<file path="src/hw/rtl/fasta_rlp_pkg.sv">
// Shared types, codes and constants for the FASTA record layout parser.
package fasta_rlp_pkg;

  localparam int LENGTH_BITS = 40;
  localparam int LINE_BITS   = 20;
  localparam int OFFSET_BITS = 48;
  localparam int ENDS_BITS   = 8;

  localparam logic [LENGTH_BITS-1:0] LENGTH_MAX = '1;
  localparam logic [LINE_BITS-1:0]   LINE_MAX   = '1;
  localparam logic [ENDS_BITS-1:0]   ENDS_MAX   = '1;

  localparam logic [7:0] CH_MARK  = 8'h3E;
  localparam logic [7:0] CH_SPACE = 8'h20;
  localparam logic [7:0] CH_TILDE = 8'h7E;
  localparam logic [7:0] CH_LF    = 8'h0A;
  localparam logic [7:0] CH_CR    = 8'h0D;

  localparam logic [1:0] KIND_NAME    = 2'd0;
  localparam logic [1:0] KIND_SEQ     = 2'd1;
  localparam logic [1:0] KIND_SUMMARY = 2'd2;

  localparam logic [2:0] ST_OK         = 3'd0;
  localparam logic [2:0] ST_NO_MARK    = 3'd1;
  localparam logic [2:0] ST_EOF_HEAD   = 3'd2;
  localparam logic [2:0] ST_MARK_FIRST = 3'd3;
  localparam logic [2:0] ST_LENGTHS    = 3'd4;
  localparam logic [2:0] ST_ENDINGS    = 3'd5;
  localparam logic [2:0] ST_NO_SEQ     = 3'd6;

  typedef enum logic [4:0] {
    PH_MARK  = 5'b00001,
    PH_HEAD  = 5'b00010,
    PH_FIRST = 5'b00100,
    PH_REST  = 5'b01000,
    PH_DONE  = 5'b10000
  } phase_t;

  typedef struct packed {
    logic [1:0]             kind;
    logic [7:0]             char_value;
    logic [2:0]             status;
    logic [LENGTH_BITS-1:0] seq_length;
    logic [LINE_BITS-1:0]   line_length;
    logic [LINE_BITS:0]     line_bytes;
    logic [OFFSET_BITS-1:0] base_offset;
  } result_t;

endpackage

</file>
<file path="src/hw/rtl/fasta_rlp_parse.sv">
// Record parse state machine: per-byte state update and result generation.
module fasta_rlp_parse (
  input  logic                                 clk,
  input  logic                                 rst,
  input  logic                                 step,
  input  logic [7:0]                           data_byte,
  input  logic                                 end_of_file,
  input  logic [fasta_rlp_pkg::OFFSET_BITS-1:0] record_offset,
  output logic                                 res_valid,
  output fasta_rlp_pkg::result_t               res
);

  fasta_rlp_pkg::phase_t                 phase, phase_next;
  logic                                  in_name, in_name_next;
  logic [fasta_rlp_pkg::OFFSET_BITS-1:0] offset_count, offset_count_next;
  logic [fasta_rlp_pkg::LENGTH_BITS-1:0] base_count, base_count_next;
  logic [fasta_rlp_pkg::LINE_BITS-1:0]   current_line, current_line_next;
  logic [fasta_rlp_pkg::ENDS_BITS-1:0]   current_ends, current_ends_next;
  logic [fasta_rlp_pkg::LINE_BITS-1:0]   first_line, first_line_next;
  logic [fasta_rlp_pkg::ENDS_BITS-1:0]   first_ends, first_ends_next;
  logic [fasta_rlp_pkg::LINE_BITS-1:0]   pending_line, pending_line_next;
  logic [1:0]                            lines_seen, lines_seen_next;
  logic                                  after_eol, after_eol_next;
  logic [2:0]                            sticky_error, sticky_error_next;

  logic       is_eol;
  logic       do_base;
  logic       do_fatal;
  logic       do_sum;
  logic [2:0] fatal_code;

  assign is_eol = (data_byte == fasta_rlp_pkg::CH_LF) || (data_byte == fasta_rlp_pkg::CH_CR);

  always_comb begin
    phase_next        = phase;
    in_name_next      = in_name;
    offset_count_next = offset_count;
    base_count_next   = base_count;
    current_line_next = current_line;
    current_ends_next = current_ends;
    first_line_next   = first_line;
    first_ends_next   = first_ends;
    pending_line_next = pending_line;
    lines_seen_next   = lines_seen;
    after_eol_next    = after_eol;
    sticky_error_next = sticky_error;
    do_base    = 1'b0;
    do_fatal   = 1'b0;
    do_sum     = 1'b0;
    fatal_code = fasta_rlp_pkg::ST_OK;
    res_valid  = 1'b0;
    res        = '0;

    if (step) begin
      case (phase)
        fasta_rlp_pkg::PH_MARK: begin
          if (end_of_file || data_byte != fasta_rlp_pkg::CH_MARK) begin
            do_fatal   = 1'b1;
            fatal_code = fasta_rlp_pkg::ST_NO_MARK;
          end else begin
            offset_count_next = record_offset + 48'd1;
            phase_next        = fasta_rlp_pkg::PH_HEAD;
          end
        end
        fasta_rlp_pkg::PH_HEAD: begin
          if (end_of_file) begin
            do_fatal   = 1'b1;
            fatal_code = fasta_rlp_pkg::ST_EOF_HEAD;
          end else begin
            offset_count_next = offset_count + 48'd1;
            if (in_name) begin
              if (data_byte <= fasta_rlp_pkg::CH_SPACE) begin
                in_name_next = 1'b0;
              end else begin
                res_valid      = 1'b1;
                res.kind       = fasta_rlp_pkg::KIND_NAME;
                res.char_value = data_byte;
              end
            end
            if (is_eol) begin
              phase_next = fasta_rlp_pkg::PH_FIRST;
            end
          end
        end
        fasta_rlp_pkg::PH_FIRST: begin
          if (end_of_file) begin
            if (current_line == '0) begin
              do_fatal   = 1'b1;
              fatal_code = fasta_rlp_pkg::ST_NO_SEQ;
            end else begin
              first_line_next = current_line;
              first_ends_next = '0;
              do_sum          = 1'b1;
            end
          end else if (is_eol) begin
            if (current_line != '0) begin
              first_line_next   = current_line;
              current_line_next = '0;
              lines_seen_next   = 2'd1;
              current_ends_next = 8'd1;
              after_eol_next    = 1'b1;
              phase_next        = fasta_rlp_pkg::PH_REST;
            end else begin
              offset_count_next = offset_count + 48'd1;
            end
          end else if (data_byte == fasta_rlp_pkg::CH_MARK) begin
            do_fatal   = 1'b1;
            fatal_code = fasta_rlp_pkg::ST_MARK_FIRST;
          end else begin
            do_base = 1'b1;
          end
        end
        fasta_rlp_pkg::PH_REST: begin
          if (end_of_file) begin
            if (after_eol && lines_seen == 2'd1) begin
              first_ends_next = current_ends;
            end
            do_sum = 1'b1;
          end else if (is_eol) begin
            if (!after_eol) begin
              pending_line_next = current_line;
              if (lines_seen != 2'd3) begin
                lines_seen_next = lines_seen + 2'd1;
              end
              current_line_next = '0;
            end
            after_eol_next = 1'b1;
            if (current_ends != fasta_rlp_pkg::ENDS_MAX) begin
              current_ends_next = current_ends + 8'd1;
            end
          end else begin
            if (after_eol) begin
              if (lines_seen == 2'd1) begin
                first_ends_next = current_ends;
              end else if (data_byte != fasta_rlp_pkg::CH_MARK &&
                           sticky_error == fasta_rlp_pkg::ST_OK) begin
                if (pending_line != first_line) begin
                  sticky_error_next = fasta_rlp_pkg::ST_LENGTHS;
                end else if (current_ends != first_ends) begin
                  sticky_error_next = fasta_rlp_pkg::ST_ENDINGS;
                end
              end
              current_ends_next = '0;
            end
            after_eol_next = 1'b0;
            if (data_byte == fasta_rlp_pkg::CH_MARK) begin
              do_sum = 1'b1;
            end else begin
              do_base = 1'b1;
            end
          end
        end
        fasta_rlp_pkg::PH_DONE: begin
        end
        default: begin
        end
      endcase
    end

    if (do_base) begin
      if (base_count != fasta_rlp_pkg::LENGTH_MAX) begin
        base_count_next = base_count + 40'd1;
      end
      if (current_line != fasta_rlp_pkg::LINE_MAX) begin
        current_line_next = current_line + 20'd1;
      end
      if (data_byte > fasta_rlp_pkg::CH_SPACE && data_byte <= fasta_rlp_pkg::CH_TILDE) begin
        res_valid      = 1'b1;
        res.kind       = fasta_rlp_pkg::KIND_SEQ;
        res.char_value = data_byte;
      end
    end

    if (do_fatal) begin
      phase_next = fasta_rlp_pkg::PH_DONE;
      res_valid  = 1'b1;
      res.kind   = fasta_rlp_pkg::KIND_SUMMARY;
      res.status = fatal_code;
    end

    if (do_sum) begin
      phase_next      = fasta_rlp_pkg::PH_DONE;
      res_valid       = 1'b1;
      res.kind        = fasta_rlp_pkg::KIND_SUMMARY;
      res.status      = sticky_error_next;
      res.seq_length  = base_count_next;
      res.line_length = first_line_next;
      res.line_bytes  = {1'b0, first_line_next} + 21'(first_ends_next);
      res.base_offset = offset_count_next;
    end
  end

  always_ff @(posedge clk) begin
    if (rst) begin
      phase        <= fasta_rlp_pkg::PH_MARK;
      in_name      <= 1'b1;
      offset_count <= '0;
      base_count   <= '0;
      current_line <= '0;
      current_ends <= '0;
      first_line   <= '0;
      first_ends   <= '0;
      pending_line <= '0;
      lines_seen   <= '0;
      after_eol    <= 1'b1;
      sticky_error <= fasta_rlp_pkg::ST_OK;
    end else begin
      phase        <= phase_next;
      in_name      <= in_name_next;
      offset_count <= offset_count_next;
      base_count   <= base_count_next;
      current_line <= current_line_next;
      current_ends <= current_ends_next;
      first_line   <= first_line_next;
      first_ends   <= first_ends_next;
      pending_line <= pending_line_next;
      lines_seen   <= lines_seen_next;
      after_eol    <= after_eol_next;
      sticky_error <= sticky_error_next;
    end
  end

endmodule

</file>
<file path="src/hw/rtl/fasta_rlp_out_buf.sv">
// Result register between the parser and the master-side stream.
module fasta_rlp_out_buf (
  input  logic                   clk,
  input  logic                   rst,
  input  logic                   load,
  input  fasta_rlp_pkg::result_t res,
  input  logic                   take,
  output logic                   advance,
  output logic                   valid,
  output fasta_rlp_pkg::result_t res_q
);

  assign advance = !valid || take;

  always_ff @(posedge clk) begin
    if (rst) begin
      valid <= 1'b0;
    end else if (advance) begin
      valid <= load;
    end
  end

  always_ff @(posedge clk) begin
    if (advance && load) begin
      res_q <= res;
    end
  end

endmodule

</file>
<file path="src/hw/rtl/fasta_record_layout_parser.sv">
// Top level of the FASTA record layout parser.
// Each byte is held in the input register and parsed; its result, if any, is loaded
// into the result register, which drives m_*. Throughput: one byte per cycle unless
// m_tready stalls a held result; the input register, the parse logic and the
// result register form a two-stage pipeline with a single per-byte state update.
// Reset (rst, synchronous): empties both registers, returns the parser to
// expecting the record marker and clears record_offset to zero.
module fasta_record_layout_parser (
  input  logic         clk,
  input  logic         rst,
  input  logic         s_tvalid,
  output logic         s_tready,
  input  logic [7:0]   s_tdata,   // [7:0] data_byte
  input  logic         s_tlast,   // end_of_file
  output logic         m_tvalid,
  input  logic         m_tready,
  output logic [143:0] m_tdata,   // char_value, status, seq_length, line_length,
                                  // line_bytes, first base offset, zero pad
  output logic [1:0]   m_tuser,   // [1:0] kind
  input  logic         cfg_valid,
  output logic         cfg_ready,
  input  logic [47:0]  cfg_data   // record_offset
);

  logic [fasta_rlp_pkg::OFFSET_BITS-1:0] record_offset;
  logic                   in_valid;
  logic [7:0]             in_byte;
  logic                   in_eof;
  logic                   advance;
  logic                   step;
  logic                   res_valid;
  fasta_rlp_pkg::result_t res;
  fasta_rlp_pkg::result_t res_q;

  assign cfg_ready = 1'b1;
  assign s_tready  = !in_valid || advance;
  assign step      = in_valid && advance;

  always_ff @(posedge clk) begin
    if (rst) begin
      record_offset <= '0;
    end else if (cfg_valid) begin
      record_offset <= cfg_data;
    end
  end

  always_ff @(posedge clk) begin
    if (rst) begin
      in_valid <= 1'b0;
    end else if (s_tready) begin
      in_valid <= s_tvalid;
    end
  end

  always_ff @(posedge clk) begin
    if (s_tvalid && s_tready) begin
      in_byte <= s_tdata;
      in_eof  <= s_tlast;
    end
  end

  fasta_rlp_parse u_parse (
    .clk           (clk),
    .rst           (rst),
    .step          (step),
    .data_byte     (in_byte),
    .end_of_file   (in_eof),
    .record_offset (record_offset),
    .res_valid     (res_valid),
    .res           (res)
  );

  fasta_rlp_out_buf u_out (
    .clk     (clk),
    .rst     (rst),
    .load    (res_valid),
    .res     (res),
    .take    (m_tready),
    .advance (advance),
    .valid   (m_tvalid),
    .res_q   (res_q)
  );

  assign m_tuser = res_q.kind;
  assign m_tdata = {4'd0, res_q.base_offset, res_q.line_bytes, res_q.line_length,
                    res_q.seq_length, res_q.status, res_q.char_value};

endmodule

</file>
<file path="config.mk">
export PLATFORM = sky130hd
export DESIGN_NAME = fasta_record_layout_parser
export DESIGN_NICKNAME = d
export VERILOG_FILES = /design/src/hw/rtl/fasta_rlp_pkg.sv /design/src/hw/rtl/fasta_rlp_parse.sv /design/src/hw/rtl/fasta_rlp_out_buf.sv /design/src/hw/rtl/fasta_record_layout_parser.sv
export SDC_FILE = /design/constraint.sdc
export NUM_CORES = 1
export LEC_CHECK = 0
export BUFFER_PORTS_ARGS = -buffer_cell sky130_fd_sc_hd__buf_2
export CORE_MARGIN = 2
export CORE_UTILIZATION = 51
export DETAILED_ROUTE_END_ITERATION = 16
export MAX_ROUTING_LAYER = met4
export PLACE_DENSITY = 0.71
export SYNTH_ARGS = -nofsm -noshare
export SYNTH_HDL_FRONTEND = slang
export SYNTH_HIERARCHICAL = 1
export SYNTH_SLANG_ARGS = --single-unit
export TNS_END_PERCENT = 5
</file>
<file path="constraint.sdc">
create_clock -name clk -period 5.7 [get_ports clk]
set_input_delay 1.425 -clock clk [delete_from_list [all_inputs] [get_ports clk]]
set_output_delay 1.425 -clock clk [all_outputs]
set_load 0.03 [all_outputs]
</file>
==> reports/metrics.cfg <==
[status]
status = finished, final reports clean

[finish]
layout.nets = 2167
final_cell_mix = nor2_1, dfxtp_1, buf_2
final_cell_area_um2 = 20600
drive_gt1_share_pct = 14.6
n_antenna_cell = 0
fill_cells = 3038
area_growth_pct = 15.1
final_common_cell = nor2_1

[detailed_routing]
top_layer = met4
viasPerCell = 5.78
drt-met1-wl_um = 20000
wl_per_cell_um = 17.6
totalWireLength_um = 45300
drt_iter0_drc = 1435
drc = 0
final_antenna_net_count = 0
routed-wl-met2_um = 21200
wl_met3_um = 2770
vias = 14900
drt_pre_antenna_iters = 6

[global_route]
grt_first_pass_wirelength_um = 71800
overflow = 0
grt_pass1_vias = 13900
grt_usage_pct = 24.9
antenna_found_initial = 1
grt_max_degree = 94

[floorplanning]
dieArea_um2 = 36700
io_pins = 211
rows = 68
dieWidth_um = 192
die_y_um = 192
core_area_um2 = 34600
initial_utilization_pct = 51.8

[yosys]
synthArstFlopShare_pct = 0
netlist_area_um2 = 17900
synth_top_flop_cell = dfxtp_1
synthTopCellsByArea = edfxtp_1, dfxtp_1, nor2_1
synth_top_area_share_pct = 25.3
syn_inst = 1913
syn_area_per_cell_um2 = 9.38
ys_ff_latch = 377
synth_edf_count = 151
yosysWarnings = 6
synth_cell_types = 74
synth_top_area_cell = edfxtp_1
synth.yosys.seq_area_share_pct = 50.5

[worst_setup_path]
slowest_stage = a21oi_2
worstSetupPathType = input pin to register
required_ps = 5960
critPathCaptureType = register
cp-start-kind = input pin
slowest_delay_ps = 460
critPathArrivalTime_ps = 5150
critPathMaxFanout = 12
path_cells = buf_2 -> nand2b_4 -> and2_1 -> nor4b_1 -> o311ai_0 -> a31oi_1 -> nand2_1 -> a22o_1 -> ha_1 -> a21o_1 -> a21oi_1 -> o41ai_2 -> a21oi_2 -> o31a_1 -> nor3_1

[timing]
setup_viol = 0
slew_violations = 0
finalCriticalPeriod_ps = 4890
worst_pin_slew_ps = 1180
final.setup.tns_ps = 0
hold_violations = 0
rsz0062_at_grt = false
slew_headroom_pct = 21.5
fmaxAchievable_mhz = 204
period_share_pct = 85.8
finClkSkew_ps = 14.4

[clocking]
clk_path_buf_depth = 3
clock-root-buffer = clkbuf_16
cts_made_buffers = 40
post_cts_buffers = 0
h-tree-depth = 2
clkTransAtPathRegs_ps = 60
clkLatencyLatePin_ps = 530
cts_sinks = 377
cts_tree = built
ctsHoldBuffers = 0
cts.repair.resized = 0

[placed_design]
place_hpwl_um = 31800
gp_congestion = 0.957
io_buffers = 205
dpl_cell_area_um2 = 19300

[power]
ir_worst_vdd_mv = 0.247
powerDensity_nw_per_um2 = 291
p_leak_nw = 7.86

[flow_run]
maxCapViolations = 0

[worst_hold_path]
hold_class = register to register

layout make-up:
| class | count | area (um^2) | area share [%] |
|---|---|---|---|
| sequential | 377 | 9060 | 43.9 |
| multi-input combinational | 1399 | 8280 | 40.1 |
| timing repair buffer | 230 | 1260 | 6.09 |
| clock buffer | 49 | 1080 | 5.21 |
| tap | 455 | 569 | 2.76 |
| clock inverter | 25 | 253 | 1.22 |
| inverter | 40 | 150 | 0.727 |
path summary, 6_finish.rpt:
path	end	slack, ps	from	depth (start not counted)
setup / recovery	u_out/res_q[67]$_DFFE_PP_	810	m_tready	15
hold / removal	u_parse/in_name$_SDFFE_PP1P_	470	u_parse/in_name$_SDFFE_PP1P_	1
setup reg to reg	u_out/res_q[67]$_DFFE_PP_	1320	in_byte[0]$_DFFE_PP_	13
hold reg to reg	u_parse/in_name$_SDFFE_PP1P_	470	u_parse/in_name$_SDFFE_PP1P_	1
synth_stat cells (all sizes together), types with 6 or more instances:
cell type / instances
o31a: 6
a31oi: 16
nor2b: 20
a21o: 12
nor2: 402
nand3: 66
inv: 39
ha: 16
and2: 23
nor3: 53
o21ai: 69
clkbuf: 80
o22ai: 13
dfxtp: 226
a22oi: 30
and4: 10
a22o: 10
or3: 13
nand4: 39
xnor2: 59
xor2: 70
edfxtp: 151
o21a: 10
o32ai: 25
nand3b: 16
a211oi: 8
buf: 20
o31ai: 7
nand2b: 6
mux2i: 86
nand2: 122
a21oi: 68
and3: 39
nor4: 25
sequential cells by signal (all words and copies together), names as in the netlist, 20 cells and up:
register              count
u_parse/pending_line     20
u_parse/offset_count     48
u_parse/current_line     20
record_offset            48
u_parse/first_line       20
u_out/res_q             142
u_parse/base_count       40
routing by layer:
metal,GRT usage (%),vias up
li1,-,7167
met5,-,-
met2,39.8,555
met3,3.29,93
met4,7.75,0
met1,33.1,7065
power breakdown:
part / internal [mW] / leakage [nW] / switching, mW / total [mW]
Sequential: 2.90 / 3.29 / 0.0534 / 2.95
Combinational: 0.126 / 3.93 / 0.316 / 0.442
Clock: 1.54 / 0.642 / 1.08 / 2.62
through the flow:
step | power [mW] | instances | setup slack, ps | hold WS (ps) | util, %
2_1_floorplan | 3.30 | 1916 | 344 | 425 | -
3_3_place_gp | 3.44 | 2501 | 516 | 434 | 55.8
3_5_place_dp | 3.45 | 2501 | 369 | 455 | 55.8
4_1_cts | 6.07 | 2575 | 928 | 466 | 59.6
5_1_grt | 6.22 | 2575 | 527 | 489 | 59.6
6_report | 6.01 | 2575 | 807 | 466 | 59.6
kinds of logic (layout without fill, tap and decap cells):
group / Yosys count / in the layout / synth area share, %
AOI/OAI and AO/OA: 308 / 308 / 11.5
muxes: 86 / 86 / 4.80
buffers and inverters: 140 / 344 / 3.46
and+or+nand+nor: 854 / 854 / 22.2
adders and majority gates: 17 / 17 / 1.23
xor gates and xnor gates: 129 / 129 / 6.30
other: 2 / 5 / 0.0419
DFF: 377 / 377 / 50.5
worst max-delay path: cells and delay by family:
kind | cells | cell delay, ps
fa+ha+maj | 1 | 300
compound gates | 8 | 2190
simple gates | 5 | 1140
buf+inv | 1 | 90
(Power assumes the default switching activity.)
